[src/design/abog_pkg.sv]
`timescale 1ns / 1ps
package abog_pkg;

    localparam int COORD_FRAC_BITS = 4;
    localparam int SINE_BITS       = 16;

    localparam logic [2:0] CMD_MOVE      = 3'd0;
    localparam logic [2:0] CMD_LINE      = 3'd1;
    localparam logic [2:0] CMD_ARC_CW_S  = 3'd2;
    localparam logic [2:0] CMD_ARC_CW_L  = 3'd3;
    localparam logic [2:0] CMD_ARC_CCW_S = 3'd4;
    localparam logic [2:0] CMD_ARC_CCW_L = 3'd5;
    localparam logic [2:0] CMD_END       = 3'd6;

    localparam logic [1:0] ST_DRAWN    = 2'd0;
    localparam logic [1:0] ST_REJECTED = 2'd1;
    localparam logic [1:0] ST_CULLED   = 2'd2;

    localparam logic [2:0] REG_CLIP_LEFT   = 3'd0;
    localparam logic [2:0] REG_CLIP_TOP    = 3'd1;
    localparam logic [2:0] REG_CLIP_RIGHT  = 3'd2;
    localparam logic [2:0] REG_CLIP_BOTTOM = 3'd3;
    localparam logic [2:0] REG_OPA_FLOOR   = 3'd4;

    localparam int PT_W  = 22;
    localparam int RAD_W = 20;

    // Work packet handed from the front end to the back end
    typedef struct packed {
        logic [1:0]  kind;       // ST_DRAWN, ST_REJECTED or ST_CULLED
        logic        full_turn;
        logic        rounded;
        logic signed [15:0] cx;
        logic signed [15:0] cy;
        logic [15:0] r;
        logic [15:0] w;
        logic [8:0]  st;         // reduced to 0..359
        logic [8:0]  en;
    } job_t;

    typedef struct packed {
        logic [2:0]  command;
        logic signed [PT_W-1:0] point_col;
        logic signed [PT_W-1:0] point_row;
        logic [RAD_W-1:0] arc_radius;
        logic [1:0]  status;
        logic        last_item;
    } result_t;

    // sin(d deg) in Q.SINE_BITS, d = 0..90, as the Taylor series gives it
    function automatic logic [SINE_BITS:0] sine_entry(input logic [6:0] d);
        logic [63:0] x, sum, term;
        logic [63:0] v;
        x = (64'(d > 7'd90 ? 7'd90 : d) * 64'd3373259426) / 64'd180;
        sum = x;
        term = x;
        for (int k = 1; k <= 10; k++) begin
            term = (((term * x) >> 30) * x) >> 30;
            term = term / 64'((2 * k) * (2 * k + 1));
            if ((k & 1) != 0) sum = sum - term;
            else sum = sum + term;
        end
        v = (sum + (64'd1 << (29 - SINE_BITS))) >> (30 - SINE_BITS);
        if (v > (64'd1 << SINE_BITS)) v = 64'd1 << SINE_BITS;
        return v[SINE_BITS:0];
    endfunction

    typedef logic [SINE_BITS:0] sine_rom_t [0:90];

    function automatic sine_rom_t build_sine_rom();
        sine_rom_t t;
        for (int i = 0; i <= 90; i++) t[i] = sine_entry(7'(i));
        return t;
    endfunction

    localparam sine_rom_t SINE_ROM = build_sine_rom();

endpackage

[src/design/abog_front.sv]
`timescale 1ns / 1ps
module abog_front (
    input  logic clk,
    input  logic rst_n,
    input  logic in_valid,
    output logic in_ready,
    input  logic [15:0] centre_col,
    input  logic [15:0] centre_row,
    input  logic [15:0] circle_radius,
    input  logic [15:0] band_width,
    input  logic [9:0]  start_deg,
    input  logic [9:0]  end_deg,
    input  logic        round_caps,
    input  logic [7:0]  opacity,
    input  logic        has_pattern,
    input  logic        mask_on,
    input  logic signed [15:0] clip_left,
    input  logic signed [15:0] clip_top,
    input  logic signed [15:0] clip_right,
    input  logic signed [15:0] clip_bottom,
    input  logic [7:0]  opacity_floor,
    output logic        job_valid,
    input  logic        job_ready,
    output abog_pkg::job_t job
);
    import abog_pkg::*;

    // Stage 1 registers: raw request, reject flag, box tests
    logic        s1_valid_reg;
    job_t        s1_job_reg;
    logic        s1_rej_reg, s1_box_vis_reg, s1_box_cull_reg;
    logic signed [17:0] s1_dx1_reg, s1_dx2_reg, s1_dy1_reg, s1_dy2_reg;
    logic [16:0] s1_small_reg;
    // Stage 2 registers: squares
    logic        s2_valid_reg;
    job_t        s2_job_reg;
    logic        s2_rej_reg, s2_box_vis_reg, s2_box_cull_reg, s2_small_pos_reg;
    logic [35:0] s2_x1_reg, s2_x2_reg, s2_y1_reg, s2_y2_reg, s2_s2_reg;
    // Stage 3 output register
    logic        out_valid_reg;
    job_t        out_job_reg;

    logic adv1, adv2, adv3;
    assign adv3 = !out_valid_reg || job_ready;
    assign adv2 = !s2_valid_reg || adv3;
    assign adv1 = !s1_valid_reg || adv2;
    assign in_ready = adv1;

    logic signed [17:0] cx18, cy18, r18, lo_x, hi_x, lo_y, hi_y;
    logic signed [17:0] cl, ct, cr, cb;
    logic [15:0] w_cl;
    logic rej;
    always_comb
    begin
        cx18 = 18'(signed'(centre_col));
        cy18 = 18'(signed'(centre_row));
        r18  = signed'({2'b00, circle_radius});
        lo_x = cx18 - r18;
        hi_x = cx18 + r18;
        lo_y = cy18 - r18;
        hi_y = cy18 + r18;
        cl = 18'(clip_left);
        ct = 18'(clip_top);
        cr = 18'(clip_right);
        cb = 18'(clip_bottom);
        w_cl = (band_width > circle_radius) ? circle_radius : band_width;
        rej = (opacity <= opacity_floor) || (band_width == 16'd0)
            || (start_deg == end_deg) || has_pattern || mask_on;
    end

    function automatic logic [8:0] mod360(input logic [9:0] a);
        logic [10:0] t;
        t = {1'b0, a};
        if (t >= 11'd720) t = t - 11'd720;
        else if (t >= 11'd360) t = t - 11'd360;
        return t[8:0];
    endfunction

    always_ff @(posedge clk or negedge rst_n)
    begin
        if (!rst_n)
        begin
            s1_valid_reg  <= 1'b0;
            s2_valid_reg  <= 1'b0;
            out_valid_reg <= 1'b0;
        end
        else
        begin
            if (adv1) s1_valid_reg <= in_valid;
            if (adv2) s2_valid_reg <= s1_valid_reg;
            if (adv3) out_valid_reg <= s2_valid_reg;
        end
    end

    always_ff @(posedge clk)
    begin
        if (adv1)
        begin
            s1_job_reg.kind      <= ST_DRAWN;
            s1_job_reg.full_turn <= ({1'b0, start_deg} + 11'd360 == {1'b0, end_deg})
                                 || ({1'b0, end_deg} + 11'd360 == {1'b0, start_deg});
            s1_job_reg.rounded   <= round_caps;
            s1_job_reg.cx        <= signed'(centre_col);
            s1_job_reg.cy        <= signed'(centre_row);
            s1_job_reg.r         <= circle_radius;
            s1_job_reg.w         <= w_cl;
            s1_job_reg.st        <= mod360(start_deg);
            s1_job_reg.en        <= mod360(end_deg);
            s1_rej_reg           <= rej;
            s1_box_vis_reg  <= (cl <= lo_x) && (ct <= lo_y) && (cr >= hi_x) && (cb >= hi_y);
            s1_box_cull_reg <= ((cl < lo_x) && (cr < lo_x)) || ((cl > hi_x) && (cr > hi_x))
                            || ((ct < lo_y) && (cb < lo_y)) || ((ct > hi_y) && (cb > hi_y));
            s1_dx1_reg <= cx18 - cl;
            s1_dx2_reg <= cx18 - cr;
            s1_dy1_reg <= cy18 - ct;
            s1_dy2_reg <= cy18 - cb;
            s1_small_reg <= {1'b0, circle_radius} - {1'b0, w_cl};
        end
        if (adv2)
        begin
            s2_job_reg       <= s1_job_reg;
            s2_rej_reg       <= s1_rej_reg;
            s2_box_vis_reg   <= s1_box_vis_reg;
            s2_box_cull_reg  <= s1_box_cull_reg;
            s2_small_pos_reg <= s1_small_reg != 17'd0;
            s2_x1_reg <= 36'(s1_dx1_reg * s1_dx1_reg);
            s2_x2_reg <= 36'(s1_dx2_reg * s1_dx2_reg);
            s2_y1_reg <= 36'(s1_dy1_reg * s1_dy1_reg);
            s2_y2_reg <= 36'(s1_dy2_reg * s1_dy2_reg);
            s2_s2_reg <= 36'(s1_small_reg * s1_small_reg);
        end
        if (adv3)
        begin
            out_job_reg <= s2_job_reg;
            if (s2_rej_reg) out_job_reg.kind <= ST_REJECTED;
            else if (!s2_box_vis_reg && (s2_box_cull_reg || (s2_small_pos_reg
                     && ({1'b0, s2_x1_reg} + {1'b0, s2_y1_reg} < {1'b0, s2_s2_reg})
                     && ({1'b0, s2_x1_reg} + {1'b0, s2_y2_reg} < {1'b0, s2_s2_reg})
                     && ({1'b0, s2_x2_reg} + {1'b0, s2_y1_reg} < {1'b0, s2_s2_reg})
                     && ({1'b0, s2_x2_reg} + {1'b0, s2_y2_reg} < {1'b0, s2_s2_reg}))))
                out_job_reg.kind <= ST_CULLED;
            else out_job_reg.kind <= ST_DRAWN;
        end
    end

    assign job_valid = out_valid_reg;
    assign job       = out_job_reg;
endmodule

[config.mk]
export PLATFORM = sky130hd
export DESIGN_NAME = abog_front
export DESIGN_NICKNAME = d
export VERILOG_FILES = /design/src/design/abog_pkg.sv /design/src/design/abog_front.sv
export SDC_FILE = /design/constraint.sdc
export NUM_CORES = 2
export LEC_CHECK = 0
export BUFFER_PORTS_ARGS = -buffer_cell sky130_fd_sc_hd__buf_4
export CAP_MARGIN = 40
export CORE_AREA = 2 2 309 463
export DETAILED_ROUTE_END_ITERATION = 10
export DIE_AREA = 0 0 311 465
export HOLD_SLACK_MARGIN = 0.12
export PLACE_DENSITY_LB_ADDON = 0.08
export SETUP_SLACK_MARGIN = 0.02
export SYNTH_ARGS = -nofsm -noshare
export SYNTH_HDL_FRONTEND = slang
export SYNTH_SLANG_ARGS = --single-unit
[constraint.sdc]
create_clock -name clk -period 8.9 [get_ports clk]
set_input_delay 1.78 -clock clk [delete_from_list [all_inputs] [get_ports clk]]
set_output_delay 1.78 -clock clk [all_outputs]
set_load 0.02 [all_outputs]
=== Word-level counts from Yosys, hierarchy flattened ===
Cells that the tools add are included.

* Flip-flop bits (word level): 527
* Word-level logic and storage cells: 130

* Add/sub/neg operators: 19
* Multipliers: 5
* Order comparisons: 22
* Equal/unequal tests: 3
* Mux-type cells: 6
* Reduce and logical (&&, ||, !) cells: 30

{| class="wikitable"
|+ Operator list
! kind !! count
|-
| $mul 17x17->34 || 5
|-
| $add 36x36->37 || 4
|-
| $lt 37x34->1 || 4
|-
| $sub 16x16->17 || 5
|-
| $gt 16x18->1 || 4
|-
| $lt 16x18->1 || 4
|-
| $add 16x17->18 || 2
|-
| $ge 16x18->1 || 2
|-
| $le 16x18->1 || 2
|-
| $mux 9 || 4
|-
| $sub 16x17->18 || 2
|-
| $add 10x9->11 const B || 2
|-
| $eq 11x10->1 || 2
|-
| $ge 10x10->1 const B || 2
|-
| $ge 10x9->1 const B || 2
|-
| $sub 9x8->9 const B || 2
|-
| $sub 9x9->9 const B || 2
|-
| $reduce_bool 17->1 || 1
|-
| $gt 16x16->1 || 1
|-
| $logic_not 16->1 || 1
|-
| $mux 16 || 1
|-
| $logic_and 1x1->1 || 12
|-
| $logic_or 1x1->1 || 12
|-
| $eq 10x10->1 || 1
|-
| 3 further kinds || 6
|}

=== Depth between registers and ports, before layout ===
* Word-level depth: 9
* Mapped depth: 26
* Depth with buffers taken out: 25

=== Worst setup path after synthesis ===
Ideal clock, no wire load.

* Path type: input -> register
* Start point: in job_ready
* End point: reg s2_box_cull_reg (enable)
* Setup time: 2.551 ns
* Arrival: 7.349 ns
* Slack: -0.999 ns
* Stages on the path: 1
* Buffers on the path: 0
* Cell sequence: nand3b_1

* Cells in the longest elaborated chain, start to end: 2

{| class="wikitable"
|+ RTL lines
! element !! RTL line !! source
|-
| start: declaration || abog_front.sv:23 || <nowiki>input logic job_ready,</nowiki>
|-
| $logic_or 1x1->1 || abog_front.sv:44 || <nowiki>assign adv3 = !out_valid_reg || job_ready;</nowiki>
|-
| $logic_or 1x1->1 || abog_front.sv:45 || <nowiki>assign adv2 = !s2_valid_reg || adv3;</nowiki>
|-
| end signal: assignment || abog_front.sv:124 || <nowiki>s2_box_cull_reg <= s1_box_cull_reg;</nowiki>
|-
| end: declaration || abog_front.sv:37 || <nowiki>logic s2_rej_reg, s2_box_vis_reg, s2_box_cull_reg, s2_small_pos_reg;</nowiki>
|}

Every way passes these cells.
A chain may end at the register's enable or synchronous reset.

=== Worst setup path after layout ===
* Start point: reg s1_dy2_reg[1]
* End point: reg s2_y2_reg[34], data pin

* Cells in the longest elaborated chain, start to end: 1

{| class="wikitable"
|+ RTL lines
! element !! RTL line !! source
|-
| start: declaration || abog_front.sv:32 || <nowiki>logic signed [17:0] s1_dx1_reg, s1_dx2_reg, s1_dy1_reg, s1_dy2_reg;</nowiki>
|-
| start signal: assignment || abog_front.sv:116 || <nowiki>s1_dy2_reg <= cy18 - cb;</nowiki>
|-
| $mul 17x17->34 || abog_front.sv:129 || <nowiki>s2_y2_reg <= 36'(s1_dy2_reg * s1_dy2_reg);</nowiki>
|-
| end signal: assignment || abog_front.sv:129 ||
|-
| end: declaration || abog_front.sv:38 || <nowiki>logic [35:0] s2_x1_reg, s2_x2_reg, s2_y1_reg, s2_y2_reg, s2_s2_reg;</nowiki>
|}

Every way passes these cells.

==> results.cfg <==
[run_status]
status = finished clean

[worst_setup_path]
worst-path-max-fanout = 13
cp-end-kind = flip-flop
cp-start-kind = flip-flop
path_class = reg -> reg
required_ns = 9.32
cp.arrival_ns = 7.88

[yosys]
syn_area_mm2 = 0.08247
avgSynthCellArea_um2 = 9.926
synth_edf_count = 511
synth_flop_cell = edfxtp_1
yosysMostFrequentCell = inv_1
seq_area_frac_synth_pct = 18.70
synth_common_cells = inv_1 (1853), fa_1 (1259), ha_1 (1071)
yosysWarningCount = 0
syn_nets = 10810
yosysUniqueCellTypes = 87
synth_area_leaders = fa_1 (31%), edfxtp_1 (19%), ha_1 (16%), inv_1 (8.4%), xnor2_1 (3.6%)
synth_top_area_share_pct = 30.56
synthCells = 8308
ys_seq_elements = 514
synth_async_sr_flop_share_pct = 0.5837
yosys.area.top_type = fa_1

[grt]
grt_first_pass_wirelength_um = 360200
grt_antenna_before_repair = 15
grt_pass1_vias = 64790
grt_max_degree = 166
track_usage_pct = 32.97
overflow = 0

[clock_tree]
clk_latency_ns = 0.71
cts_resized = 0
postCtsHoldBufs = 0
cts_setup_buffers = 0
cts.sinks = 514
cts_tree = built
clock_path_buffers = 3
h-tree-depth = 2
clk_pin_slew_worst_paths_ns = 0.08
cts_root_buf = clkbuf_16
numCtsBuffers = 54

[timing]
hold_violations = 0
worst_slew_pin_slew_ns = 1.048
slew_viol_final = 0
min_period_over_period_pct = 83.76
finClkSkew_ns = 0.04574
hold_ws_ns = 0.4097
layout_min_cycle_time_ns = 7.455
slew-limit-headroom_pct = 30.15
finalSetupViolations = 0
rsz0062_at_grt = false
max_freq_mhz = 134.1

[placed_design]
dp_hpwl_um = 197800
dpl-instance-area_mm2 = 0.08663
io_buffers = 258
gp_congestion = 0.9641

[floorplanning]
core_mm2 = 0.1408
ioPinCount = 259
rows = 169
dieArea_mm2 = 0.1446
initial_core_util_pct = 58.56
die_x_um = 311
die_h_um = 465

[route]
drtIter0Drc = 3150
drcViolationCount = 0
postRouteAntennaNets = 0
wl_per_cell_um = 22.39
vias = 59640
wl_um = 233800
avgViaCountPerCell = 5.713
drt_pass1_iterations = 5

[final_layout]
drive_gt1_share_pct = 5.564
nets = 11010
syn2layout_area_growth_pct = 7.245
design_area_mm2 = 0.08844
final_util_pct = 62.80
largest_reg_flops = 86

[hold_path]
hp-class = reg -> reg

[job]
maxCapViolCount = 0
-- path summary, 6_finish.rpt --
kind | to | cells past startpoint | start | slack [ns]
max reg2reg | s2_y2_reg[34] | 19 | s1_dy2_reg[1] | 1.45
min in group asynchronous | s1_valid_reg | 1 | rst_n | 0.86
max in group asynchronous | s2_valid_reg | 1 | rst_n | 7.95
min reg2reg | job[77] | 0 | s2_job_reg[77] | 0.41
max | s2_y2_reg[34] | 19 | s1_dy2_reg[1] | 1.45
min | job[77] | 0 | s2_job_reg[77] | 0.41
-- routing by layer --
metal,global-route usage (%),wire length [um]
met5,0,30
met4,22.43,19330
met3,4.114,11630
met2,60.68,121800
met1,35.15,80970
-- layout by cell type, fill, tap and decap left out, types with 63 or more instances in the layout --
cell type	Yosys	layout
buf_4	0	280
xor2_1	111	111
o21a_1	74	74
a21oi_1	344	344
a21o_1	185	185
nor2_1	359	359
ha_1	1071	1071
and2_1	270	270
nand2_1	556	556
nand3_1	87	87
nor3_1	109	109
inv_1	1853	1853
xnor2_1	340	340
fa_1	1259	1259
edfxtp_1	511	511
nor2b_1	121	121
nand2b_1	82	81
nand4_1	63	63
o21ai_0	194	194
-- through the flow --
stage	setup WS, ns	setup TNS, ns	cells
final	1.445	0	10440
after global routing	1.037	0	10440
after CTS	1.421	0	10440
after detailed placement	1.445	0	10330
after global placement	1.455	0	10320
after floorplan	-0.9993	-268.92	8308
-- worst max-delay path, stage by stage (launching register included) --
cell and delay, ns:
edfxtp_1 0.79, clkinv_1 0.58, nor2_1 0.45, ha_1 0.32, fa_1 0.47, fa_1 0.52, fa_1 0.55, inv_1 0.05
fa_1 0.47, inv_1 0.04, ha_1 0.33, a21o_1 0.21, o41ai_1 0.56, a21oi_1 0.23, o41ai_1 0.59, a211o_1 0.26
o21ai_0 0.13, o21a_1 0.20, o41ai_1 0.30, xnor2_1 0.10
-- logic make-up (layout without fill, tap and decap cells) --
logic type | after synthesis | in the layout | share of synthesized area [%]
adders and majority gates | 2330 | 2330 | 46.81
buffers and inverters | 2010 | 2257 | 9.149
and+or+nand+nor | 1792 | 1792 | 10.61
AOI/OAI and AO/OA | 1166 | 1166 | 9.366
DFF | 514 | 514 | 18.70
xor gates and xnor gates | 451 | 451 | 4.790
muxes | 45 | 45 | 0.5735
other | 0 | 4 | 0
-- area by class of cell --
type	instances	area [um^2]
inverters	1858	6974
diodes	4	10.01
flip-flops and latches	514	15420
clock buffers	60	1395
multi-input cells	5784	59530
fillers	12040	52390
clock inverters	42	410.4
repair buffers	297	2347
well taps	1881	2354
Power is left out: the tool's default activity adds up to more than one toggle a clock period on the data nets, which glitch-free logic cannot reach.
