==> config.mk <==
export PLATFORM = sky130hd
export DESIGN_NAME = abog_fifo
export DESIGN_NICKNAME = d
export VERILOG_FILES = /design/src/design/abog_pkg.sv /design/src/design/abog_fifo.sv
export SDC_FILE = /design/constraint.sdc
export NUM_CORES = 1
export LEC_CHECK = 0
export ABC_AREA = 1
export BUFFER_PORTS_ARGS = -buffer_cell sky130_fd_sc_hd__buf_2
export CORE_MARGIN = 3
export CORE_UTILIZATION = 45
export CTS_CLUSTER_DIAMETER = 60
export DETAILED_ROUTE_END_ITERATION = 7
export HOLD_SLACK_MARGIN = 0.03
export PLACE_DENSITY_LB_ADDON = 0.15
export SYNTH_ARGS = -nofsm -noshare
export SYNTH_HDL_FRONTEND = slang
export SYNTH_SLANG_ARGS = --single-unit
==> constraint.sdc <==
create_clock -name clk -period 4.4 [get_ports clk]
set_clock_uncertainty 0.05 [all_clocks]
set_input_delay 0.66 -clock clk [delete_from_list [all_inputs] [get_ports clk]]
set_output_delay 0.66 -clock clk [all_outputs]
set_load 0.01 [all_outputs]
==> src/design/abog_pkg.sv <==
`timescale 1ns / 1ps
package abog_pkg;

    localparam int COORD_FRAC_BITS = 4;
    localparam int SINE_BITS       = 16;

    localparam logic [2:0] CMD_MOVE      = 3'd0;
    localparam logic [2:0] CMD_LINE      = 3'd1;
    localparam logic [2:0] CMD_ARC_CW_S  = 3'd2;
    localparam logic [2:0] CMD_ARC_CW_L  = 3'd3;
    localparam logic [2:0] CMD_ARC_CCW_S = 3'd4;
    localparam logic [2:0] CMD_ARC_CCW_L = 3'd5;
    localparam logic [2:0] CMD_END       = 3'd6;

    localparam logic [1:0] ST_DRAWN    = 2'd0;
    localparam logic [1:0] ST_REJECTED = 2'd1;
    localparam logic [1:0] ST_CULLED   = 2'd2;

    localparam logic [2:0] REG_CLIP_LEFT   = 3'd0;
    localparam logic [2:0] REG_CLIP_TOP    = 3'd1;
    localparam logic [2:0] REG_CLIP_RIGHT  = 3'd2;
    localparam logic [2:0] REG_CLIP_BOTTOM = 3'd3;
    localparam logic [2:0] REG_OPA_FLOOR   = 3'd4;

    localparam int PT_W  = 22;
    localparam int RAD_W = 20;

    // Work packet handed from the front end to the back end
    typedef struct packed {
        logic [1:0]  kind;       // ST_DRAWN, ST_REJECTED or ST_CULLED
        logic        full_turn;
        logic        rounded;
        logic signed [15:0] cx;
        logic signed [15:0] cy;
        logic [15:0] r;
        logic [15:0] w;
        logic [8:0]  st;         // reduced to 0..359
        logic [8:0]  en;
    } job_t;

    typedef struct packed {
        logic [2:0]  command;
        logic signed [PT_W-1:0] point_col;
        logic signed [PT_W-1:0] point_row;
        logic [RAD_W-1:0] arc_radius;
        logic [1:0]  status;
        logic        last_item;
    } result_t;

    // sin(d deg) in Q.SINE_BITS, d = 0..90, as the Taylor series gives it
    function automatic logic [SINE_BITS:0] sine_entry(input logic [6:0] d);
        logic [63:0] x, sum, term;
        logic [63:0] v;
        x = (64'(d > 7'd90 ? 7'd90 : d) * 64'd3373259426) / 64'd180;
        sum = x;
        term = x;
        for (int k = 1; k <= 10; k++) begin
            term = (((term * x) >> 30) * x) >> 30;
            term = term / 64'((2 * k) * (2 * k + 1));
            if ((k & 1) != 0) sum = sum - term;
            else sum = sum + term;
        end
        v = (sum + (64'd1 << (29 - SINE_BITS))) >> (30 - SINE_BITS);
        if (v > (64'd1 << SINE_BITS)) v = 64'd1 << SINE_BITS;
        return v[SINE_BITS:0];
    endfunction

    typedef logic [SINE_BITS:0] sine_rom_t [0:90];

    function automatic sine_rom_t build_sine_rom();
        sine_rom_t t;
        for (int i = 0; i <= 90; i++) t[i] = sine_entry(7'(i));
        return t;
    endfunction

    localparam sine_rom_t SINE_ROM = build_sine_rom();

endpackage

==> src/design/abog_fifo.sv <==
`timescale 1ns / 1ps
module abog_fifo (
    input  logic clk,
    input  logic rst_n,
    input  logic wr_valid,
    output logic wr_ready,
    input  abog_pkg::job_t wr_data,
    output logic rd_valid,
    input  logic rd_ready,
    output abog_pkg::job_t rd_data
);
    import abog_pkg::*;

    job_t       mem_reg [0:3];
    logic [1:0] wp_reg, rp_reg;
    logic [2:0] cnt_reg;
    logic do_wr, do_rd;

    assign wr_ready = cnt_reg != 3'd4;
    assign rd_valid = cnt_reg != 3'd0;
    assign rd_data  = mem_reg[rp_reg];
    assign do_wr = wr_valid && wr_ready;
    assign do_rd = rd_valid && rd_ready;

    always_ff @(posedge clk or negedge rst_n)
    begin
        if (!rst_n)
        begin
            wp_reg  <= 2'd0;
            rp_reg  <= 2'd0;
            cnt_reg <= 3'd0;
        end
        else
        begin
            if (do_wr) wp_reg <= wp_reg + 2'd1;
            if (do_rd) rp_reg <= rp_reg + 2'd1;
            cnt_reg <= cnt_reg + 3'(do_wr) - 3'(do_rd);
        end
    end

    always_ff @(posedge clk)
    begin
        if (do_wr) mem_reg[wp_reg] <= wr_data;
    end
endmodule

After elaboration in Yosys (flattened, before gate mapping)
Memory sizes are Yosys's and may differ from the RTL's.
Cells that the tools add are included.
{ "word_totals": {"register_bits": 7, "n_memories": 1, "inputBits": 90, "wordCells": 14, "mem_bits_rw": 344} }
{ "op_classes": {"n_addsub": 4, "muxes": 2, "eq_ne": 1, "n_reduce_logical": 3} }
{ "memory_table": {"columns": ["memory", "words", "word_bits", "read_ports", "rd_clocked_by_memory_dff", "write_ports", "line_no", "source"], "rows": [
  ["mem_reg", 4, 86, 1, 0, 1, "abog_fifo.sv:14", "job_t mem_reg [0:3];"]
]} }
{ "ops": {"columns": ["cell", "count"], "rows": [
  ["2-bit by 1-bit adder with 2-bit output, second input constant", 2],
  ["3-bit by 1-bit adder with 3-bit output", 1],
  ["3-bit != test, second input constant", 1],
  ["3-bit nonzero test", 1],
  ["3-bit by 1-bit subtractor with 3-bit output", 1],
  ["1-bit logical AND", 2],
  ["1-bit 2-to-1 mux", 2]
]} }

Depth between registers and ports, before layout
Gate-level depths: netlist of run 1.
{ "depth": {"depth_word": 4, "ltp_mapped": 12, "ltp_nobuf": 12} }

Worst setup path after synthesis of run 1
OpenSTA, ideal clock, no wires.
{ "synth_path": {"path_type": "input port to flip-flop", "startpoint": "input port wr_valid", "endpoint": "memory mem_reg[0][0] in the netlist's numbering (enable)", "n_path_buf": 0, "cell_stages": 2, "slack_ns": -0.579, "setup_ns": 0.532, "required_time_ns": 3.818, "arrival_time_ns": 4.398, "path_cell_list": "nand2_1 > nor2_1"} }
{ "synth_via": {"elab_chain_len": 3} }
{ "synth_lines": {"columns": ["item", "line_no", "source"], "rows": [
  ["from (decl)", "abog_fifo.sv:5", "input logic wr_valid,"],
  ["1-bit logical AND", "abog_fifo.sv:22", "assign do_wr = wr_valid && wr_ready;"],
  ["1-bit 2-to-1 mux", "abog_fifo.sv:43", "if (do_wr) mem_reg[wp_reg] <= wr_data;"],
  ["1-bit 2-to-1 mux (implied by the code)", "abog_fifo.sv:43", null],
  ["to (decl)", "abog_fifo.sv:14", null]
]} }
Every way passes these cells.

==> results of run 1 <==
-- worst max path at each step --
stage                         end  slack (ns)
detailed placement    rd_data[53]        1.71
global placement      rd_data[62]        1.74
CTS                   rd_data[53]        1.17
floorplan           mem_reg[0][0]       -0.58
global route          rd_data[49]        1.01
finish                rd_data[27]        1.17
-- logic make-up after synthesis --
group           after synthesis  synth area share (%)
simple gates                459                  12.4
flops                       351                  75.5
compound gates              172                  6.19
fa+ha+maj                     7                 0.684
buf+inv                     159                  5.16
-- cell usage after synthesis (5+ instances only) --
cell type                  number
sky130_fd_sc_hd__dfrtp_1        7
sky130_fd_sc_hd__clkbuf_1      17
sky130_fd_sc_hd__buf_1          5
sky130_fd_sc_hd__o21ai_0      139
sky130_fd_sc_hd__nor2_1       177
sky130_fd_sc_hd__inv_1        101
sky130_fd_sc_hd__buf_6         12
sky130_fd_sc_hd__buf_2         21
sky130_fd_sc_hd__nand2_1      277
sky130_fd_sc_hd__nand3_1        5
sky130_fd_sc_hd__o21ai_1       33
sky130_fd_sc_hd__ha_1           6
sky130_fd_sc_hd__edfxtp_1     344
-- power groups by stage --
stage	clock, uW	combinational, uW	sequential (uW)
detailed placement	0	3740	4610
global placement	0	3710	4600
floorplan	0	2440	4660
CTS	3060	3760	4540
global route	3190	4160	4590
finish	2970	3650	4540
-- worst reg2reg max path, cell delays in order, from the launching register on --
cell	delay [ns]
sky130_fd_sc_hd__dfrtp_1	0.42
sky130_fd_sc_hd__nor2_1	0.16
sky130_fd_sc_hd__nand2_1	0.14
sky130_fd_sc_hd__nand2_1	0.40
sky130_fd_sc_hd__ha_1	0.31
sky130_fd_sc_hd__inv_1	0.05
sky130_fd_sc_hd__ha_1	0.13
sky130_fd_sc_hd__inv_1	0.05
sky130_fd_sc_hd__fa_1	0.41
sky130_fd_sc_hd__nand3_1	0.10
sky130_fd_sc_hd__nand2_1	0.05
-- metal layers --
metal | part of all wire [%] | track usage (%) | vias to the layer above
li1 | - | - | 4193
met1 | 43 | 20.8 | 3970
met2 | 48 | 27.8 | 189
met4 | 2.2 | 4.60 | 10
met5 | 0.23 | 0 | -
met3 | 6.8 | 4.67 | 58
-- per-stage QoR --
stage               util, %  setup WS [ns]  area, um^2  instances  hold WS [ns]
finish                 54.3           1.17       16300       1734         0.321
global route           54.3           1.01       16300       1734         0.294
CTS                    54.3           1.17       16300       1732         0.294
detailed placement     50.4           1.71       15100       1667         0.446
global placement       50.4           1.74       15100       1667         0.445
floorplan                 -         -0.579       13900       1148         0.314
-- area by class of cell --
class | instances | area [um^2]
clock inverter | 10 | 92.6
antenna | 2 | 5.00
timing repair buffer | 187 | 1040
inverter | 102 | 389
fill | 2536 | 13700
multi-input combinational | 638 | 2720
sequential | 351 | 10500
tap | 390 | 488
clock buffer | 54 | 1070
==> run summary, run 1 <==
=========================================================================================
Pin count of the biggest net entering global routing                                  261
Global-route wire length before repair                                            43.6 mm
Post-layout nets                                                                     1416
Max Transition Viols Final                                                              0
Part of the total power dissipated in combinational logic                           32.7%
Required time of the critical path                                                3.69 ns
Final hold violation count                                                              0
Most common flop cell mapped by yosys                                        sky130_fd_sc_hd__edfxtp_1
Syn_area_per_cell                                                               12.1 um^2
Post-CTS Setup Bufs                                                                     0
DRT iter0 DRCs                                                                        518
Number of antenna violations at the first check in global routing                       7
Critical Path Max Stage Delay                                                     0.55 ns
CTS clock-pin slew for the worst setup and hold paths                             0.06 ns
Status                                                                       complete, no violations
Total stage count of the critical path                                                  6
Via density per instance                                                             4.86
CTS tree                                                                              yes
Setup repair after global routing missed its margin                                 false
Rel. slew slack                                                                     13.4%
Number of sinks on the clock net                                                      351
Standby leakage power                                                          0.00651 uW
VDD IR max                                                                     0.000651 V
Critical Path, Cell by Cell                                                  buf_12 -> nor2_1 -> nor2_1 -> o21ai_0 -> nand2_1 -> buf_2
Die width                                                                          182 um
Synth-to-layout area growth                                                         17.3%
Flip-flop count of the largest register after layout                                  344
Die area                                                                      0.0331 mm^2
Proportion of total power due to net switching                                      34.0%
Buffers from clock root to sink, at most                                                3
Half-perimeter wire length after detailed placement                               15.0 mm
CP max FO                                                                             260
Critical path startpoint                                                        rp_reg[0]
Count of endpoints failing setup in the final report                                    0
Count of flip-flops with a built-in enable after synthesis                            344
Number of nets still failing antenna checks after routing                               0
Slowest CP cell                                                              sky130_fd_sc_hd__buf_12
Via count of the first global-routing pass                                           8340
Max Fclk                                                                        0.309 GHz
Post-route DRC violation count                                                          0
Aggregate negative setup slack                                                       0 ns
Internal Dissipation                                                              7360 uW
Post-synth top area cell                                                     sky130_fd_sc_hd__edfxtp_1
Number of clock buffers inserted by TritonCTS                                          39
Cell area after synthesis                                                     0.0139 mm^2
Number of primary I/O pins                                                            178
Library cell appearing most often on the critical path                       sky130_fd_sc_hd__nor2_1
Switching power summed over all nets                                              3800 uW
Share of post-route cells with drive strength above 1                               17.7%
Arrival time at the worst endpoint                                                2.52 ns
Most common cell after layout, fill and taps aside                           sky130_fd_sc_hd__edfxtp_1
Proportion of register bits with asynchronous set or reset after synthesis          1.99%
Quantity of I/O buffers inserted on ports                                             177
Starting utilization of the core area                                               46.3%
Synthesis-stage register bit count                                                    351
Synthesized netlist cell count                                                       1148
Endpoint of the worst hold path                                              mem_reg[2][8]
Hold buffers post-CTS                                                                   1
Detailed-router iteration count before antenna repair                                   5
CP Capture Type                                                               output port
GRT Total Usage                                                                     16.4%
Routed WL                                                                         27.5 mm
Worst Path Buf+Inv                                                                      2
Sequential power share                                                              40.7%
GRT Residual Overflow                                                                   0
Netlist cell types                                                                     17
R2R Path Start                                                                 cnt_reg[1]
Max Cap Viol                                                                            0
Synth Net Count                                                                      1245
Power per unit of standard cell area                                          684 mW/mm^2
Logic depth of the worst register-to-register path                                     10
Kind of critical path                                                        flop to output port
Wirelength per Cell                                                               15.9 um
Routability congestion estimate from global placement                               0.762
Tightest Hold Check Type                                                     input pin to flop
Placeable Area                                                                0.0300 mm^2
Reg2Reg Setup Slack                                                               2.02 ns
Clock root buffer                                                            sky130_fd_sc_hd__clkbuf_16
Reg-to-reg critical path endpoint                                              cnt_reg[2]
Clock network latency to the later pin of the worst-skew pair                     0.50 ns
Top-area cell type share of the netlist area                                        74.3%
Start point of the worst hold path                                             wr_data[8]
Post_cts resized                                                                        0
Top post-synthesis cells by area                                             sky130_fd_sc_hd__edfxtp_1 74%, sky130_fd_sc_hd__nand2_1 7.5%, sky130_fd_sc_hd__o21ai_0 5.0%
Final period demand of the worst path                                             3.23 ns
Yosys Warn Count                                                                        0
Clock network fraction of total power                                               26.6%
Total power after layout                                                         11200 uW
Largest delay contributor family on the critical path                        buffers and inverters
Worst-Margin Slew                                                                 1.30 ns
CTS H-tree depth                                                                        2
Sequential cell area fraction in the yosys report                                   75.5%
Y dimension of the die                                                             182 um
Startpoint kind of the worst setup timing path                                       flop
Site Rows                                                                              63
Commonest cells after routing, fill and taps aside                           344 x sky130_fd_sc_hd__edfxtp_1, 277 x sky130_fd_sc_hd__nand2_1, 177 x sky130_fd_sc_hd__buf_2
Vias                                                                                 8420
Hold Path Depth                                                                         1
Crit share post-route                                                               73.5%
=========================================================================================
No activity file was read; power rests on OpenSTA's default activity.
==> run 2, diff against run 1 <==
ABC_AREA = 0   (was 1)
clock period = 3.2 ns   (was 4.4 ns; I/O delays follow)
==> run 2 against run 1 <==
  * Area after synthesis down 7.5%
  * Hold slack worse by 0.19 ns
  * Critical path type unchanged
  * Critical endpoint is now rd_data[44]
  * Die area down 7.2%
  * Setup slack worse by 0.72 ns
  * Final area down 5.4%
  * Clock power up 33%
  * Global-route usage down 0.44 points
  * Largest cell class unchanged
==> run summary, run 2 <==
=========================================================================================
Commonest cells in the synthesized netlist                                   344 x sky130_fd_sc_hd__edfxtp_1, 86 x sky130_fd_sc_hd__mux4_2, 8 x sky130_fd_sc_hd__buf_2
Number of nets still failing antenna checks after routing                               0
Max Fclk                                                                        0.364 GHz
Post-CTS Setup Bufs                                                                     0
Number of clock buffers inserted by TritonCTS                                          37
Commonest cells after routing, fill and taps aside                           344 x sky130_fd_sc_hd__edfxtp_1, 177 x sky130_fd_sc_hd__buf_2, 86 x sky130_fd_sc_hd__mux4_2
Standby leakage power                                                          0.00526 uW
Count of endpoints failing setup in the final report                                    0
Fin cells                                                                            1107
Half-perimeter wire length after detailed placement                               14.4 mm
Tightest Hold Check Type                                                     input pin to flop
DRT iter0 DRCs                                                                        323
Syn_area_per_cell                                                               26.2 um^2
Y dimension of the die                                                             175 um
Yosys Warn Count                                                                        0
CTS H-tree depth                                                                        2
Global-route wire length before repair                                            37.4 mm
Post_cts resized                                                                        0
Register Area                                                                 0.0105 mm^2
Proportion of register bits with asynchronous set or reset after synthesis          1.99%
Die area                                                                      0.0307 mm^2
GRT Residual Overflow                                                                   0
Critical Path, Cell by Cell                                                  buf_4 -> mux4_2 -> buf_2
Sequential cell area fraction in the yosys report                                   81.6%
Hold buffers post-CTS                                                                   1
Required time of the critical path                                                2.67 ns
Count of flip-flops with a built-in enable after synthesis                            344
Start point of the worst hold path                                            wr_data[15]
Starting utilization of the core area                                               45.9%
Reg-to-reg critical path endpoint                                              cnt_reg[2]
Post-synth top area cell                                                     sky130_fd_sc_hd__edfxtp_1
Detailed-router iteration count before antenna repair                                   5
Rel. slew slack                                                                     35.7%
Clock network latency to the later pin of the worst-skew pair                     0.50 ns
Final period demand of the worst path                                             2.75 ns
Grt met3 use                                                                        4.22%
VDD IR max                                                                     0.000527 V
Arrival time at the worst endpoint                                                2.22 ns
R2R Path Start                                                                 cnt_reg[1]
Post-route DRC violation count                                                          0
Pin count of the biggest net entering global routing                                   75
Max Transition Viols Final                                                              0
Flip-flop count of the largest register after layout                                  344
Synthesized netlist cell count                                                        491
Antenna diode count                                                                     0
GRT Max-Usage Layer                                                                  met2
Synth-to-layout area growth                                                         19.8%
Final hold violation count                                                              0
Most common flop cell mapped by yosys                                        sky130_fd_sc_hd__edfxtp_1
Filler cells                                                                         2153
Netlist cell types                                                                     23
Logic depth of the worst register-to-register path                                      9
Placed Instances                                                                     1040
Routability congestion estimate from global placement                               0.712
Crit share post-route                                                               85.9%
Power per unit of standard cell area                                          935 mW/mm^2
Routed WL                                                                         24.0 mm
Buffers from clock root to sink, at most                                                3
Slowest CP cell                                                              sky130_fd_sc_hd__dfrtp_4
Setup repair after global routing missed its margin                                 false
Hold Path Depth                                                                         1
Aggregate negative setup slack                                                       0 ns
CP Capture Type                                                               output port
Top-area cell type share of the netlist area                                        80.3%
Reg2Reg Setup Slack                                                               0.51 ns
Vias                                                                                 5774
Placeable Area                                                                0.0280 mm^2
Quantity of I/O buffers inserted on ports                                             177
Kind of critical path                                                        flop to output port
Via count of the first global-routing pass                                           6510
GR Util met2                                                                        28.8%
Number of sinks on the clock net                                                      351
Synth Net Count                                                                       588
Met1 demand-to-capacity share in global routing                                     19.2%
Top post-synthesis cells by area                                             sky130_fd_sc_hd__edfxtp_1 80%, sky130_fd_sc_hd__mux4_2 15%, sky130_fd_sc_hd__dfrtp_1 1.4%
Critical Path Max Stage Delay                                                     0.63 ns
Clock root buffer                                                            sky130_fd_sc_hd__clkbuf_16
CTS tree                                                                              yes
Worst-Margin Slew                                                                0.964 ns
Share of post-route cells with drive strength above 1                               46.2%
Max Cap Viol                                                                            0
Die width                                                                          175 um
Synthesis-stage register bit count                                                    351
Site Rows                                                                              61
Wirelength per Cell                                                               21.7 um
Status                                                                       complete, no violations
Most used standard cell by instance count after synthesis                    sky130_fd_sc_hd__edfxtp_1
Post-layout nets                                                                      799
CP max FO                                                                              15
Area of the multi-input gates                                                0.00221 mm^2
Number of antenna violations at the first check in global routing                       4
Number of primary I/O pins                                                            178
Startpoint kind of the worst setup timing path                                       flop
Most common cell after layout, fill and taps aside                           sky130_fd_sc_hd__edfxtp_1
Endpoint of the worst hold path                                              mem_reg[2][15]
CTS clock-pin slew for the worst setup and hold paths                             0.06 ns
Cell area after synthesis                                                     0.0129 mm^2
GRT Total Usage                                                                     16.0%
Via density per instance                                                             5.22
=========================================================================================
[run 2: cell count changes in the layout (fill, tap and decap cells not counted), moves of 5 or more]
cell,delta
sky130_fd_sc_hd__nand2_1,-276
sky130_fd_sc_hd__nor2_1,-173
sky130_fd_sc_hd__o21ai_0,-139
sky130_fd_sc_hd__inv_1,-94
sky130_fd_sc_hd__mux4_2,+86
sky130_fd_sc_hd__o21ai_1,-33
sky130_fd_sc_hd__clkbuf_1,-9
sky130_fd_sc_hd__buf_4,+6
sky130_fd_sc_hd__clkinv_2,+6
sky130_fd_sc_hd__nand3_1,-5
[run 2: layout make-up]
| cell class | instances | share of cell area (%) |
|---|---|---|
| Timing Repair Buffer | 192 | 6.90 |
| Sequential cell | 351 | 68.2 |
| Clock inverter | 23 | 0.949 |
| Inverter | 6 | 0.146 |
| Multi-Input combinational cell | 114 | 14.4 |
| Clock buffer | 43 | 6.42 |
| Tap cell | 378 | 3.07 |
[run 2: worst max-delay path: cells and delay by family (launching register included)]
kind | cells | cell delay [ns]
buffers and inverters | 2 | 0.51
flip-flops | 1 | 0.63
multiplexers | 1 | 0.57
[run 2: per-layer routing]
metal  share of wire, %  vias to the layer above  routed length (um)
met5               0.26                        -                  62
met4                1.6                        8                 391
met3                5.7                       35                1380
met2                 54                      154               13000
met1                 38                     3030                9160
li1                   -                     2547                   -
[run 2: power breakdown]
group / internal, uW / switching [uW]
clock: 2300 / 1660
sequential: 6070 / 345
combinational: 1920 / 2130
total: 10300 / 4130
[run 2: metrics by stage]
| stage | cell area (um^2) | util (%) | total power [uW] | worst slack (ns) | hold WS [ns] |
|---|---|---|---|---|---|
| after global routing | 15400 | 55.1 | 15200 | 0.271 | 0.109 |
| after CTS | 15400 | 55.1 | 14700 | 0.380 | 0.101 |
| after global placement | 14300 | 51.0 | 10600 | 0.665 | 0.270 |
| final | 15400 | 55.1 | 14400 | 0.451 | 0.127 |
| after floorplan | 12900 | - | 9090 | 0.871 | 0.134 |
| after detailed placement | 14300 | 51.0 | 10700 | 0.509 | 0.278 |
[run 2: worst max-delay path by stage]
stage	start	end	slack, ns	cells after the start
final	rp_reg[0]	rd_data[44]	0.45	3
after global routing	cnt_reg[1]	cnt_reg[2]	0.27	9
after CTS	rp_reg[0]	rd_data[44]	0.38	3
after detailed placement	cnt_reg[1]	cnt_reg[2]	0.51	9
after global placement	cnt_reg[2]	mem_reg[3][60]	0.66	3
after floorplan	cnt_reg[1]	cnt_reg[2]	0.87	9
[run 2: cells by family after synthesis]
logic type,after synthesis,share of synthesized area (%)
flops,351,81.6
mux,86,15.0
simple gates,13,0.778
fa+ha+maj,7,0.739
compound gates,4,0.253
buf+inv,26,1.28
xor+xnor,4,0.272
