--- src/design/abog_pkg.sv ---
`timescale 1ns / 1ps
package abog_pkg;

    localparam int COORD_FRAC_BITS = 4;
    localparam int SINE_BITS       = 16;

    localparam logic [2:0] CMD_MOVE      = 3'd0;
    localparam logic [2:0] CMD_LINE      = 3'd1;
    localparam logic [2:0] CMD_ARC_CW_S  = 3'd2;
    localparam logic [2:0] CMD_ARC_CW_L  = 3'd3;
    localparam logic [2:0] CMD_ARC_CCW_S = 3'd4;
    localparam logic [2:0] CMD_ARC_CCW_L = 3'd5;
    localparam logic [2:0] CMD_END       = 3'd6;

    localparam logic [1:0] ST_DRAWN    = 2'd0;
    localparam logic [1:0] ST_REJECTED = 2'd1;
    localparam logic [1:0] ST_CULLED   = 2'd2;

    localparam logic [2:0] REG_CLIP_LEFT   = 3'd0;
    localparam logic [2:0] REG_CLIP_TOP    = 3'd1;
    localparam logic [2:0] REG_CLIP_RIGHT  = 3'd2;
    localparam logic [2:0] REG_CLIP_BOTTOM = 3'd3;
    localparam logic [2:0] REG_OPA_FLOOR   = 3'd4;

    localparam int PT_W  = 22;
    localparam int RAD_W = 20;

    // Work packet handed from the front end to the back end
    typedef struct packed {
        logic [1:0]  kind;       // ST_DRAWN, ST_REJECTED or ST_CULLED
        logic        full_turn;
        logic        rounded;
        logic signed [15:0] cx;
        logic signed [15:0] cy;
        logic [15:0] r;
        logic [15:0] w;
        logic [8:0]  st;         // reduced to 0..359
        logic [8:0]  en;
    } job_t;

    typedef struct packed {
        logic [2:0]  command;
        logic signed [PT_W-1:0] point_col;
        logic signed [PT_W-1:0] point_row;
        logic [RAD_W-1:0] arc_radius;
        logic [1:0]  status;
        logic        last_item;
    } result_t;

    // sin(d deg) in Q.SINE_BITS, d = 0..90, as the Taylor series gives it
    function automatic logic [SINE_BITS:0] sine_entry(input logic [6:0] d);
        logic [63:0] x, sum, term;
        logic [63:0] v;
        x = (64'(d > 7'd90 ? 7'd90 : d) * 64'd3373259426) / 64'd180;
        sum = x;
        term = x;
        for (int k = 1; k <= 10; k++) begin
            term = (((term * x) >> 30) * x) >> 30;
            term = term / 64'((2 * k) * (2 * k + 1));
            if ((k & 1) != 0) sum = sum - term;
            else sum = sum + term;
        end
        v = (sum + (64'd1 << (29 - SINE_BITS))) >> (30 - SINE_BITS);
        if (v > (64'd1 << SINE_BITS)) v = 64'd1 << SINE_BITS;
        return v[SINE_BITS:0];
    endfunction

    typedef logic [SINE_BITS:0] sine_rom_t [0:90];

    function automatic sine_rom_t build_sine_rom();
        sine_rom_t t;
        for (int i = 0; i <= 90; i++) t[i] = sine_entry(7'(i));
        return t;
    endfunction

    localparam sine_rom_t SINE_ROM = build_sine_rom();

endpackage

--- src/design/abog_back.sv ---
`timescale 1ns / 1ps
module abog_back (
    input  logic clk,
    input  logic rst_n,
    input  logic job_valid,
    output logic job_ready,
    input  abog_pkg::job_t job,
    output logic out_valid,
    input  logic out_ready,
    output abog_pkg::result_t result
);
    import abog_pkg::*;

    localparam int SH = SINE_BITS - COORD_FRAC_BITS;

    // Sequencer: step 0..5 of a band, band 0/1 of a full turn
    logic [2:0] step_reg;
    logic       band_reg;

    logic [8:0] st, en;
    logic       rnd, last_band;
    logic [8:0] span;
    logic       big_span;
    logic       pt_outer, pt_end;
    logic       single;
    always_comb
    begin
        if (job.full_turn)
        begin
            st  = band_reg ? 9'd180 : 9'd0;
            en  = band_reg ? 9'd0 : 9'd180;
            rnd = 1'b0;
            last_band = band_reg;
        end
        else
        begin
            st  = job.st;
            en  = job.en;
            rnd = job.rounded;
            last_band = 1'b1;
        end
        span  = (st > en) ? 9'd360 - st + en : en - st;
        big_span = span >= 9'd180;
        single = job.kind != ST_DRAWN;
        // step 0 and 4 use outer(start); 1 outer(end); 2 inner(end); 3 inner(start)
        pt_outer = (step_reg == 3'd0) || (step_reg == 3'd1) || (step_reg == 3'd4);
        pt_end   = (step_reg == 3'd1) || (step_reg == 3'd2);
    end

    // Stage A: sine lookup for the point this step needs
    logic [8:0]  ang;
    logic [6:0]  m;
    logic [1:0]  q;
    always_comb
    begin
        ang = pt_end ? en : st;
        if (ang >= 9'd270)      begin q = 2'd3; m = 7'(ang - 9'd270); end
        else if (ang >= 9'd180) begin q = 2'd2; m = 7'(ang - 9'd180); end
        else if (ang >= 9'd90)  begin q = 2'd1; m = 7'(ang - 9'd90); end
        else                    begin q = 2'd0; m = 7'(ang); end
    end

    logic take;
    logic a_valid_reg, b_valid_reg, c_valid_reg;
    logic adv_a, adv_b, adv_c;
    assign adv_c = !c_valid_reg || out_ready;
    assign adv_b = !b_valid_reg || adv_c;
    assign adv_a = !a_valid_reg || adv_b;
    assign take  = job_valid && adv_a;

    logic done_job;
    assign done_job = single || ((step_reg == 3'd5) && last_band);
    assign job_ready = adv_a && done_job;

    typedef struct packed {
        logic [2:0]  command;
        logic [RAD_W-1:0] rad;
        logic [1:0]  status;
        logic        last;
        logic        zero_pt;
        logic [1:0]  q;
        logic signed [15:0] cx;
        logic signed [15:0] cy;
    } ctl_t;

    ctl_t        a_ctl_reg, b_ctl_reg;
    logic [15:0] a_r_reg;
    logic [SINE_BITS:0] a_s_reg, a_c_reg;
    logic [SH+16:0] b_os_reg, b_oc_reg;

    ctl_t ctl;
    logic [15:0] pr;
    logic [20:0] rq, iq, capq;
    logic [15:0] ir;
    always_comb
    begin
        ir   = job.r - job.w;
        rq   = 21'({job.r, 4'd0} >> (4 - COORD_FRAC_BITS));
        iq   = 21'({ir, 4'd0} >> (4 - COORD_FRAC_BITS));
        capq = rnd ? 21'(({5'd0, job.w} << COORD_FRAC_BITS) + 21'd1) >> 1 : 21'd0;
        pr   = pt_outer ? job.r : ir;
        ctl.status = job.kind;
        ctl.q  = q;
        ctl.cx = job.cx;
        ctl.cy = job.cy;
        ctl.zero_pt = 1'b0;
        ctl.last = 1'b0;
        ctl.rad = '0;
        ctl.command = CMD_END;
        if (single)
        begin
            ctl.zero_pt = 1'b1;
            ctl.last = 1'b1;
        end
        else
        begin
            case (step_reg)
                3'd0: ctl.command = CMD_MOVE;
                3'd1:
                begin
                    ctl.command = big_span ? CMD_ARC_CW_L : CMD_ARC_CW_S;
                    ctl.rad = (rq > 21'(2**RAD_W - 1)) ? '1 : RAD_W'(rq);
                end
                3'd2, 3'd4:
                begin
                    ctl.command = rnd ? CMD_ARC_CW_L : CMD_LINE;
                    ctl.rad = (capq > 21'(2**RAD_W - 1)) ? '1 : RAD_W'(capq);
                end
                3'd3:
                begin
                    ctl.command = big_span ? CMD_ARC_CCW_L : CMD_ARC_CCW_S;
                    ctl.rad = (iq > 21'(2**RAD_W - 1)) ? '1 : RAD_W'(iq);
                end
                default:
                begin
                    ctl.command = CMD_END;
                    ctl.zero_pt = 1'b1;
                    ctl.last = last_band;
                end
            endcase
        end
    end

    always_ff @(posedge clk or negedge rst_n)
    begin
        if (!rst_n)
        begin
            step_reg <= 3'd0;
            band_reg <= 1'b0;
            a_valid_reg <= 1'b0;
            b_valid_reg <= 1'b0;
            c_valid_reg <= 1'b0;
        end
        else
        begin
            if (adv_a) a_valid_reg <= job_valid;
            if (adv_b) b_valid_reg <= a_valid_reg;
            if (adv_c) c_valid_reg <= b_valid_reg;
            if (take)
            begin
                if (done_job)
                begin
                    step_reg <= 3'd0;
                    band_reg <= 1'b0;
                end
                else if (step_reg == 3'd5)
                begin
                    step_reg <= 3'd0;
                    band_reg <= 1'b1;
                end
                else step_reg <= step_reg + 3'd1;
            end
        end
    end

    logic signed [PT_W+2:0] bx, by, x, y;
    always_ff @(posedge clk)
    begin
        if (adv_a)
        begin
            a_ctl_reg <= ctl;
            a_r_reg   <= pr;
            a_s_reg   <= SINE_ROM[m];
            a_c_reg   <= SINE_ROM[7'd90 - m];
        end
        if (adv_b)
        begin
            b_ctl_reg <= a_ctl_reg;
            // full 34-bit product before rounding down to Q.COORD_FRAC_BITS
            b_os_reg  <= (SH+17)'((34'(a_r_reg) * 34'(a_s_reg) + 34'(1 << (SH - 1))) >> SH);
            b_oc_reg  <= (SH+17)'((34'(a_r_reg) * 34'(a_c_reg) + 34'(1 << (SH - 1))) >> SH);
        end
        if (adv_c)
        begin
            result.command    <= b_ctl_reg.command;
            result.arc_radius <= b_ctl_reg.rad;
            result.status     <= b_ctl_reg.status;
            result.last_item  <= b_ctl_reg.last;
            if (b_ctl_reg.zero_pt)
            begin
                result.point_col <= '0;
                result.point_row <= '0;
            end
            else
            begin
                result.point_col <= x > (PT_W+3)'(2**(PT_W-1) - 1) ? {1'b0, {(PT_W-1){1'b1}}}
                                  : x < -(PT_W+3)'(2**(PT_W-1)) ? {1'b1, {(PT_W-1){1'b0}}}
                                  : PT_W'(x);
                result.point_row <= y > (PT_W+3)'(2**(PT_W-1) - 1) ? {1'b0, {(PT_W-1){1'b1}}}
                                  : y < -(PT_W+3)'(2**(PT_W-1)) ? {1'b1, {(PT_W-1){1'b0}}}
                                  : PT_W'(y);
            end
        end
    end

    logic signed [PT_W+2:0] os, oc;
    always_comb
    begin
        bx = (PT_W+3)'(b_ctl_reg.cx) <<< COORD_FRAC_BITS;
        by = (PT_W+3)'(b_ctl_reg.cy) <<< COORD_FRAC_BITS;
        os = signed'((PT_W+3)'(b_os_reg));
        oc = signed'((PT_W+3)'(b_oc_reg));
        case (b_ctl_reg.q)
            2'd0:    begin x = bx + oc; y = by + os; end
            2'd1:    begin x = bx - os; y = by + oc; end
            2'd2:    begin x = bx - oc; y = by - os; end
            default: begin x = bx + os; y = by - oc; end
        endcase
    end

    assign out_valid = c_valid_reg;
endmodule

--- config.mk ---
export PLATFORM = sky130hd
export DESIGN_NAME = abog_back
export DESIGN_NICKNAME = d
export VERILOG_FILES = /design/src/design/abog_pkg.sv /design/src/design/abog_back.sv
export SDC_FILE = /design/constraint.sdc
export NUM_CORES = 2
export LEC_CHECK = 0
export CORE_ASPECT_RATIO = 0.6
export CORE_MARGIN = 2
export CORE_UTILIZATION = 60
export CTS_CLUSTER_SIZE = 25
export DETAILED_ROUTE_END_ITERATION = 6
export DONT_BUFFER_PORTS = 1
export GPL_TIMING_DRIVEN = 0
export PLACE_DENSITY_LB_ADDON = 0.15
export SKIP_CTS_REPAIR_TIMING = 1
export SLEW_MARGIN = 5
export SYNTH_ARGS = -nofsm -noshare
export SYNTH_HDL_FRONTEND = slang
export SYNTH_SLANG_ARGS = --single-unit
export TNS_END_PERCENT = 5
--- constraint.sdc ---
create_clock -name clk -period 16.7 [get_ports clk]
set_input_delay 1.67 -clock clk [delete_from_list [all_inputs] [get_ports clk]]
set_output_delay 1.67 -clock clk [all_outputs]
set_load 0.005 [all_outputs]
## After elaboration in Yosys (flattened, before gate mapping)

Memories as Yosys holds them, arrays and structs flattened. A register that Yosys moved wholly into a read port is not among the register bits.
Index checks and enable logic that the tools add are counted.

| cells by class | value |
|---|---|
| equality and inequality tests | 7 |
| bitwise gates (word level) | 2 |
| multiplexer cells | 34 |
| shifts and indexed selects | 0 |
| add/sub/neg operators | 20 |
| divide/modulo/power cells | 0 |
| magnitude comparators | 12 |
| reduce and logical (&&, ||, !) cells | 23 |
| multipliers | 2 |

Operators with widths:

| operator | count |
|---|---|
| $pmux W25 S3 | 2 |
| $add A20 B23 Y24 | 4 |
| $sub A20 B23 Y24 | 4 |
| $mux W20 | 4 |
| $add A33 B12 Y34 const B | 2 |
| $mul A16 B17 Y33 | 2 |
| $gt A20 B20 Y1 const B | 3 |
| $pmux W20 S3 | 1 |
| $gt A25 B22 Y1 const B | 2 |
| $lt A25 B22 Y1 const B | 2 |
| $mux W22 | 2 |
| $mux W21 | 2 |
| $mux W9 | 4 |
| $add A20 B1 Y21 const B | 1 |
| $mux W7 | 3 |
| $ge A9 B8 Y1 const B | 2 |
| $mux W16 | 1 |
| $mux W8 | 2 |
| $not A7 Y8 | 2 |
| $sub A16 B16 Y16 | 1 |
| $pmux W3 S4 | 1 |
| $add A9 B9 Y9 | 1 |
| $ge A9 B7 Y1 const B | 1 |
| $ge A9 B9 Y1 const B | 1 |
| other kinds (25) | 50 |

| storage, ports and cells | value |
|---|---|
| flip-flop bits (word level) | 259 |
| output and inout bits | 72 |
| latch bits | 0 |
| memories kept | 2 |
| ROM bits | 4,352 |
| word-level logic and storage cells | 135 |
| memory bits (writable) | 0 |

Memories:

| name | words | width | read ports | clocked after Yosys merged registers in | wr ports | RTL line | source |
|---|---|---|---|---|---|---|---|
| (name not given) | 128 | 17 | 1 | 1 | 0 | abog_back.sv:184 | `a_c_reg <= SINE_ROM[7'd90 - m];` |
| (name not given) | 128 | 17 | 1 | 1 | 0 | abog_back.sv:183 | `a_s_reg <= SINE_ROM[m];` |

## Longest topological paths before layout

| depth | value |
|---|---|
| depth after elaboration | 9 |
| gate-level depth with buffers | 28 |

## Worst setup path after synthesis

No wires, ideal clock.

| timing | value |
|---|---|
| path type | input-to-output |
| start point | input port out_ready |
| end point | output port job_ready |
| path slack | 9.696 ns |
| buffers on the path | 0 |
| required time | 15.030 ns |
| data arrival time | 5.334 ns |
| stages on the path | 3 |
| path through | nor2b_1 nand3_1 and2_1 |

| between the ends | value |
|---|---|
| word-level cells in the longest chain between the ends | 4 |

Ends and longest elaborated chain:

| element | RTL line | source |
|---|---|---|
| from (decl) | abog_back.sv:9 | `input logic out_ready,` |
| $logic_or A1 B1 Y1 | abog_back.sv:66 | `assign adv_c = !c_valid_reg \|\| out_ready;` |
| $logic_or A1 B1 Y1 | abog_back.sv:67 | `assign adv_b = !b_valid_reg \|\| adv_c;` |
| $logic_or A1 B1 Y1 | abog_back.sv:68 | `assign adv_a = !a_valid_reg \|\| adv_b;` |
| $logic_and A1 B1 Y1 | abog_back.sv:73 | `assign job_ready = adv_a && done_job;` |
| to (decl) | abog_back.sv:6 | `output logic job_ready,` |

No other way between the ends.

## Worst setup path in the final report

| timing | value |
|---|---|
| start point | input port job[83] in the netlist's numbering |
| end point | register a_c_reg[5], data pin |

| between the ends | value |
|---|---|
| word-level cells in the longest chain between the ends | 8 |
| elaborated cells on any way between the ends | 14 |
| those cells by class | 4 x add/sub; 3 x order compare; 6 x mux; 1 x bitwise |

Ends and longest elaborated chain:

| element | RTL line | source |
|---|---|---|
| from (decl) | abog_back.sv:7 | `input abog_pkg::job_t job,` |
| $mux W9 | abog_back.sv:28 | `if (job.full_turn)` |
| $mux W9 (*) | abog_back.sv:56 | `ang = pt_end ? en : st;` |
| $ge A9 B7 Y1 / $sub A7 B7 Y7 (equally long branches) | abog_back.sv:59 | `else if (ang >= 9'd90) begin q = 2'd1; m = 7'(ang - 9'd90); end` |
| $mux W7 | abog_back.sv:59 |  |
| $mux W7 | abog_back.sv:58 | `else if (ang >= 9'd180) begin q = 2'd2; m = 7'(ang - 9'd180); end` |
| $mux W7 (*) | abog_back.sv:57 | `if (ang >= 9'd270) begin q = 2'd3; m = 7'(ang - 9'd270); end` |
| $sub A7 B7 Y7 (*) | abog_back.sv:184 |  |
| $not A7 Y8 (implied by the code) (*) | abog_back.sv:184 |  |
| to (decl) | abog_back.sv:88 | `logic [SINE_BITS:0] a_s_reg, a_c_reg;` |

Mark *: on every way between the ends. The rest lies on a longest branch, timed or not.
A chain may end at the register's enable or synchronous reset.

==> results.py <==
metrics = {
    "global_route": {
        "grt_util_all_layers": 0.385,
        "grt_pass1_vias": 30900,
        "grt_pass1_wl_um": 191000,
        "grt_max_degree": 67,
        "grt_overflow": 0,
        "antenna_found_initial": 6,
    },
    "synthesis": {
        "yosys.area_share.simple": 0.147,
        "avgSynthCellArea_sq_um": 9.30,
        "synth_seq_cells": 284,
        "synth-async-reset-ratio": 0.0246,
        "ys_warn_count": 0,
        "synth.distinct_cells": 89,
        "ys_seq_area_frac": 0.221,
        "yosys.area_share.adder": 0.347,
        "synth_top_flop_cell": "edfxtp_1",
        "syn-cell-area_sq_mm": 0.0384,
        "synth_edf_count": 277,
        "synth-xor-area-share": 0.0294,
        "synthMuxAreaShare": 0.0307,
        "synth_compound_area_frac": 0.146,
        "synth_top_family_by_area": "adder cells",
        "netlist_instances": 4125,
    },
    "clocking": {
        "htreeDepth": 1,
        "tritoncts": "done",
        "clockRootBuffer": "clkbuf_16",
        "clkTransAtPathRegs_ps": 70,
        "cts_num_sinks": 284,
        "cts_buffer_depth": 3,
        "clock_latency_ps": 610,
        "cts_inserted_buffers": 27,
    },
    "placement": {
        "hpwl_um": 103000,
        "dp_slack_ps": 6880,
        "gp_congestion": 1.06,
        "io_buffers": 0,
    },
    "hold_path": {
        "hold_class": "flop to flop",
    },
    "route": {
        "dr.pass1.iters": 7,
        "drt-wirelength-per-cell_um": 25.2,
        "top_layer_used": "met5",
        "wl_met1_um": 56000,
        "wl_um": 127000,
        "via_per_inst": 6.40,
        "drc": 0,
        "vias": 32100,
        "wl_met3_um": 21200,
        "drt-initial-drc-count": 4201,
        "wl_met2_um": 47000,
        "ant_nets": 0,
    },
    "timing": {
        "finalClockSkew_ps": 33.0,
        "tightest_slew_ps": 1540,
        "max_clock_freq_mhz": 102,
        "setup_viol": 0,
        "fin_crit_sh": 0.586,
        "post-route-min-period_ps": 9790,
        "layout_setup_ws_ps": 6910,
        "relSlewSlack": -0.0512,
        "slew_violations": 4,
        "final_hold_viol_count": 0,
        "setup_tns_ps": 0,
        "grt_setup_unrepaired": "false",
    },
    "final_layout": {
        "drive_above_1_share": 0.0404,
        "nets": 5057,
        "syn2layout_area_growth_pct": 5.29,
        "fin_util": 0.642,
        "largest_reg_flops": 67,
    },
    "die": {
        "core-area_sq_mm": 0.0630,
        "start_util": 0.609,
        "dieWidth_um": 331,
        "die_h_um": 200,
        "num_io_pins": 162,
        "dieArea_sq_mm": 0.0661,
        "num_rows": 71,
    },
    "worst_setup_path": {
        "cp_slowest_cell": "a2111oi_0",
        "cp.required_ps": 17130,
        "crit_chain": "clkbuf_1 -> inv_1 -> a21oi_1 -> inv_1 -> o21ai_0 -> inv_1 -> ha_1 -> a41o_1 -> o21ai_4 -> a31oi_1 -> xnor2_1 -> clkbuf_1 -> ha_1 -> buf_2 -> o21ba_2 -> buf_2 -> o211ai_1 -> o21ai_1 -> buf_2 -> a2111oi_0 -> nor3_1 -> a211oi_2",
        "crit_fanout": 18,
        "criticalPathCategory": "primary input to flop",
        "slowest_delay_ps": 1210,
        "start_kind": "primary input",
        "cp.arrival_ps": 10220,
        "crit_path_end_kind": "flop",
    },
    "flow_run": {
        "maxCapViolations": 2,
    },
    "run_status": {
        "violations": "max-capacitance violations, max-slew violations",
        "outcome": "finished with violations",
    },
}
worst max-delay path, delay by kind of cell:
family                     cells  cell delay, ps
xor gates and xnor gates       1            1030
buffers and inverters          8            2690
adders and majority gates      2             630
and+or+nand+nor                1             250
AOI/OAI and AO/OA             10            3890
stage by stage:
step                hold slack (ps)  cell area (sq um)  instances
floorplan                       400              38400       4127
global placement                401              39400       4966
detailed placement              405              39600       4970
CTS                             416              40400       5018
global route                    419              40400       5018
finish                          412              40400       5020
area by class of cell:
cell class | instances | area [sq um]
Tap cell | 839 | 1050
Buffer | 224 | 898
Sequential cell | 284 | 8490
Timing Repair Buffer | 4 | 110
Antenna cell | 2 | 5.00
Clock buffer | 31 | 691
Multi-Input combinational cell | 3055 | 26900
Fill cell | 5296 | 22600
Clock inverter | 17 | 140
Inverter | 564 | 2120
path summary, 6_finish.rpt:
| path | start | end | slack [ps] | cells after the start |
|---|---|---|---|---|
| hold reg to reg | b_ctl_reg[50]$_DFFE_PP_ | result[15]$_DFFE_PP_ | 410 | 0 |
| min in group asynchronous | rst_n | step_reg[0]$_DFFE_PN0P_ | 780 | 0 |
| hold / removal | b_ctl_reg[50]$_DFFE_PP_ | result[15]$_DFFE_PP_ | 410 | 0 |
| setup / recovery | job[83] | a_c_reg[5]$_DFFE_PN_ | 6910 | 22 |
| setup reg to reg | step_reg[2]$_DFFE_PN0P_ | a_c_reg[5]$_DFFE_PN_ | 7710 | 22 |
| max in group asynchronous | rst_n | band_reg$_DFFE_PN0P_ | 15850 | 0 |
logic make-up (layout without fill, tap and decap cells):
| kind of cell | after synthesis | after routing |
|---|---|---|
| xor gates and xnor gates | 127 | 127 |
| and+or+nand+nor | 1178 | 1178 |
| AOI/OAI and AO/OA | 831 | 831 |
| other | 1 | 5 |
| buffers and inverters | 788 | 840 |
| adders and majority gates | 808 | 808 |
| muxes | 108 | 108 |
| DFF | 284 | 284 |
synthesized netlist by cell type, types with 8 or more instances:
| master | number | area share |
|---|---|---|
| inv_1 | 562 | 0.055 |
| nand2_1 | 433 | 0.042 |
| fa_1 | 427 | 0.22 |
| ha_1 | 380 | 0.12 |
| and2_1 | 280 | 0.046 |
| edfxtp_1 | 277 | 0.22 |
| nor2_1 | 201 | 0.020 |
| a21oi_1 | 192 | 0.025 |
| clkbuf_1 | 180 | 0.018 |
| o21ai_0 | 160 | 0.021 |
| xnor2_1 | 82 | 0.019 |
| nor3_1 | 73 | 0.0095 |
| a21o_1 | 65 | 0.013 |
| mux2i_1 | 57 | 0.015 |
| mux2_2 | 48 | 0.014 |
| nand3_1 | 48 | 0.0063 |
| xor2_1 | 43 | 0.0098 |
| a31oi_1 | 42 | 0.0068 |
| o211ai_1 | 35 | 0.0068 |
| o21a_1 | 32 | 0.0063 |
| a211oi_1 | 30 | 0.0059 |
| nand2b_1 | 26 | 0.0042 |
| a221oi_1 | 25 | 0.0057 |
| nor2b_1 | 25 | 0.0041 |
| buf_2 | 24 | 0.0031 |
| a22oi_1 | 23 | 0.0045 |
| a311oi_1 | 21 | 0.0048 |
| o31ai_1 | 21 | 0.0041 |
| o21bai_1 | 17 | 0.0033 |
| or3_1 | 16 | 0.0026 |
| a21boi_0 | 15 | 0.0029 |
| nand4_1 | 15 | 0.0024 |
| or2_2 | 15 | 0.0024 |
| and3_1 | 14 | 0.0023 |
| buf_1 | 13 | 0.0013 |
| a2111oi_0 | 11 | 0.0025 |
| nor4_1 | 11 | 0.0018 |
| o221ai_1 | 11 | 0.0025 |
| a222oi_1 | 10 | 0.0026 |
| o22ai_1 | 10 | 0.0016 |
| a211o_1 | 9 | 0.0021 |
| nor3b_1 | 8 | 0.0016 |
| o21ai_1 | 8 | 0.0010 |
routing by layer:
layer / global-route usage / up-vias
li1: - / 14100
met1: 0.586 / 15600
met2: 0.493 / 2175
met3: 0.184 / 238
met4: 0.0588 / 10
met5: 0.00942 / -
placed cells by master (no fill, tap or decap), types with 73 or more instances in the layout:
cell type	count
clkbuf_1	184
xnor2_1	82
a21oi_1	192
ha_1	380
nor3_1	73
edfxtp_1	277
o21ai_0	160
fa_1	427
inv_1	561
and2_1	280
nand2_1	432
nor2_1	201
Power is left out: the tool's default activity adds up to more than one toggle a clock period on the data nets, which glitch-free logic cannot reach.
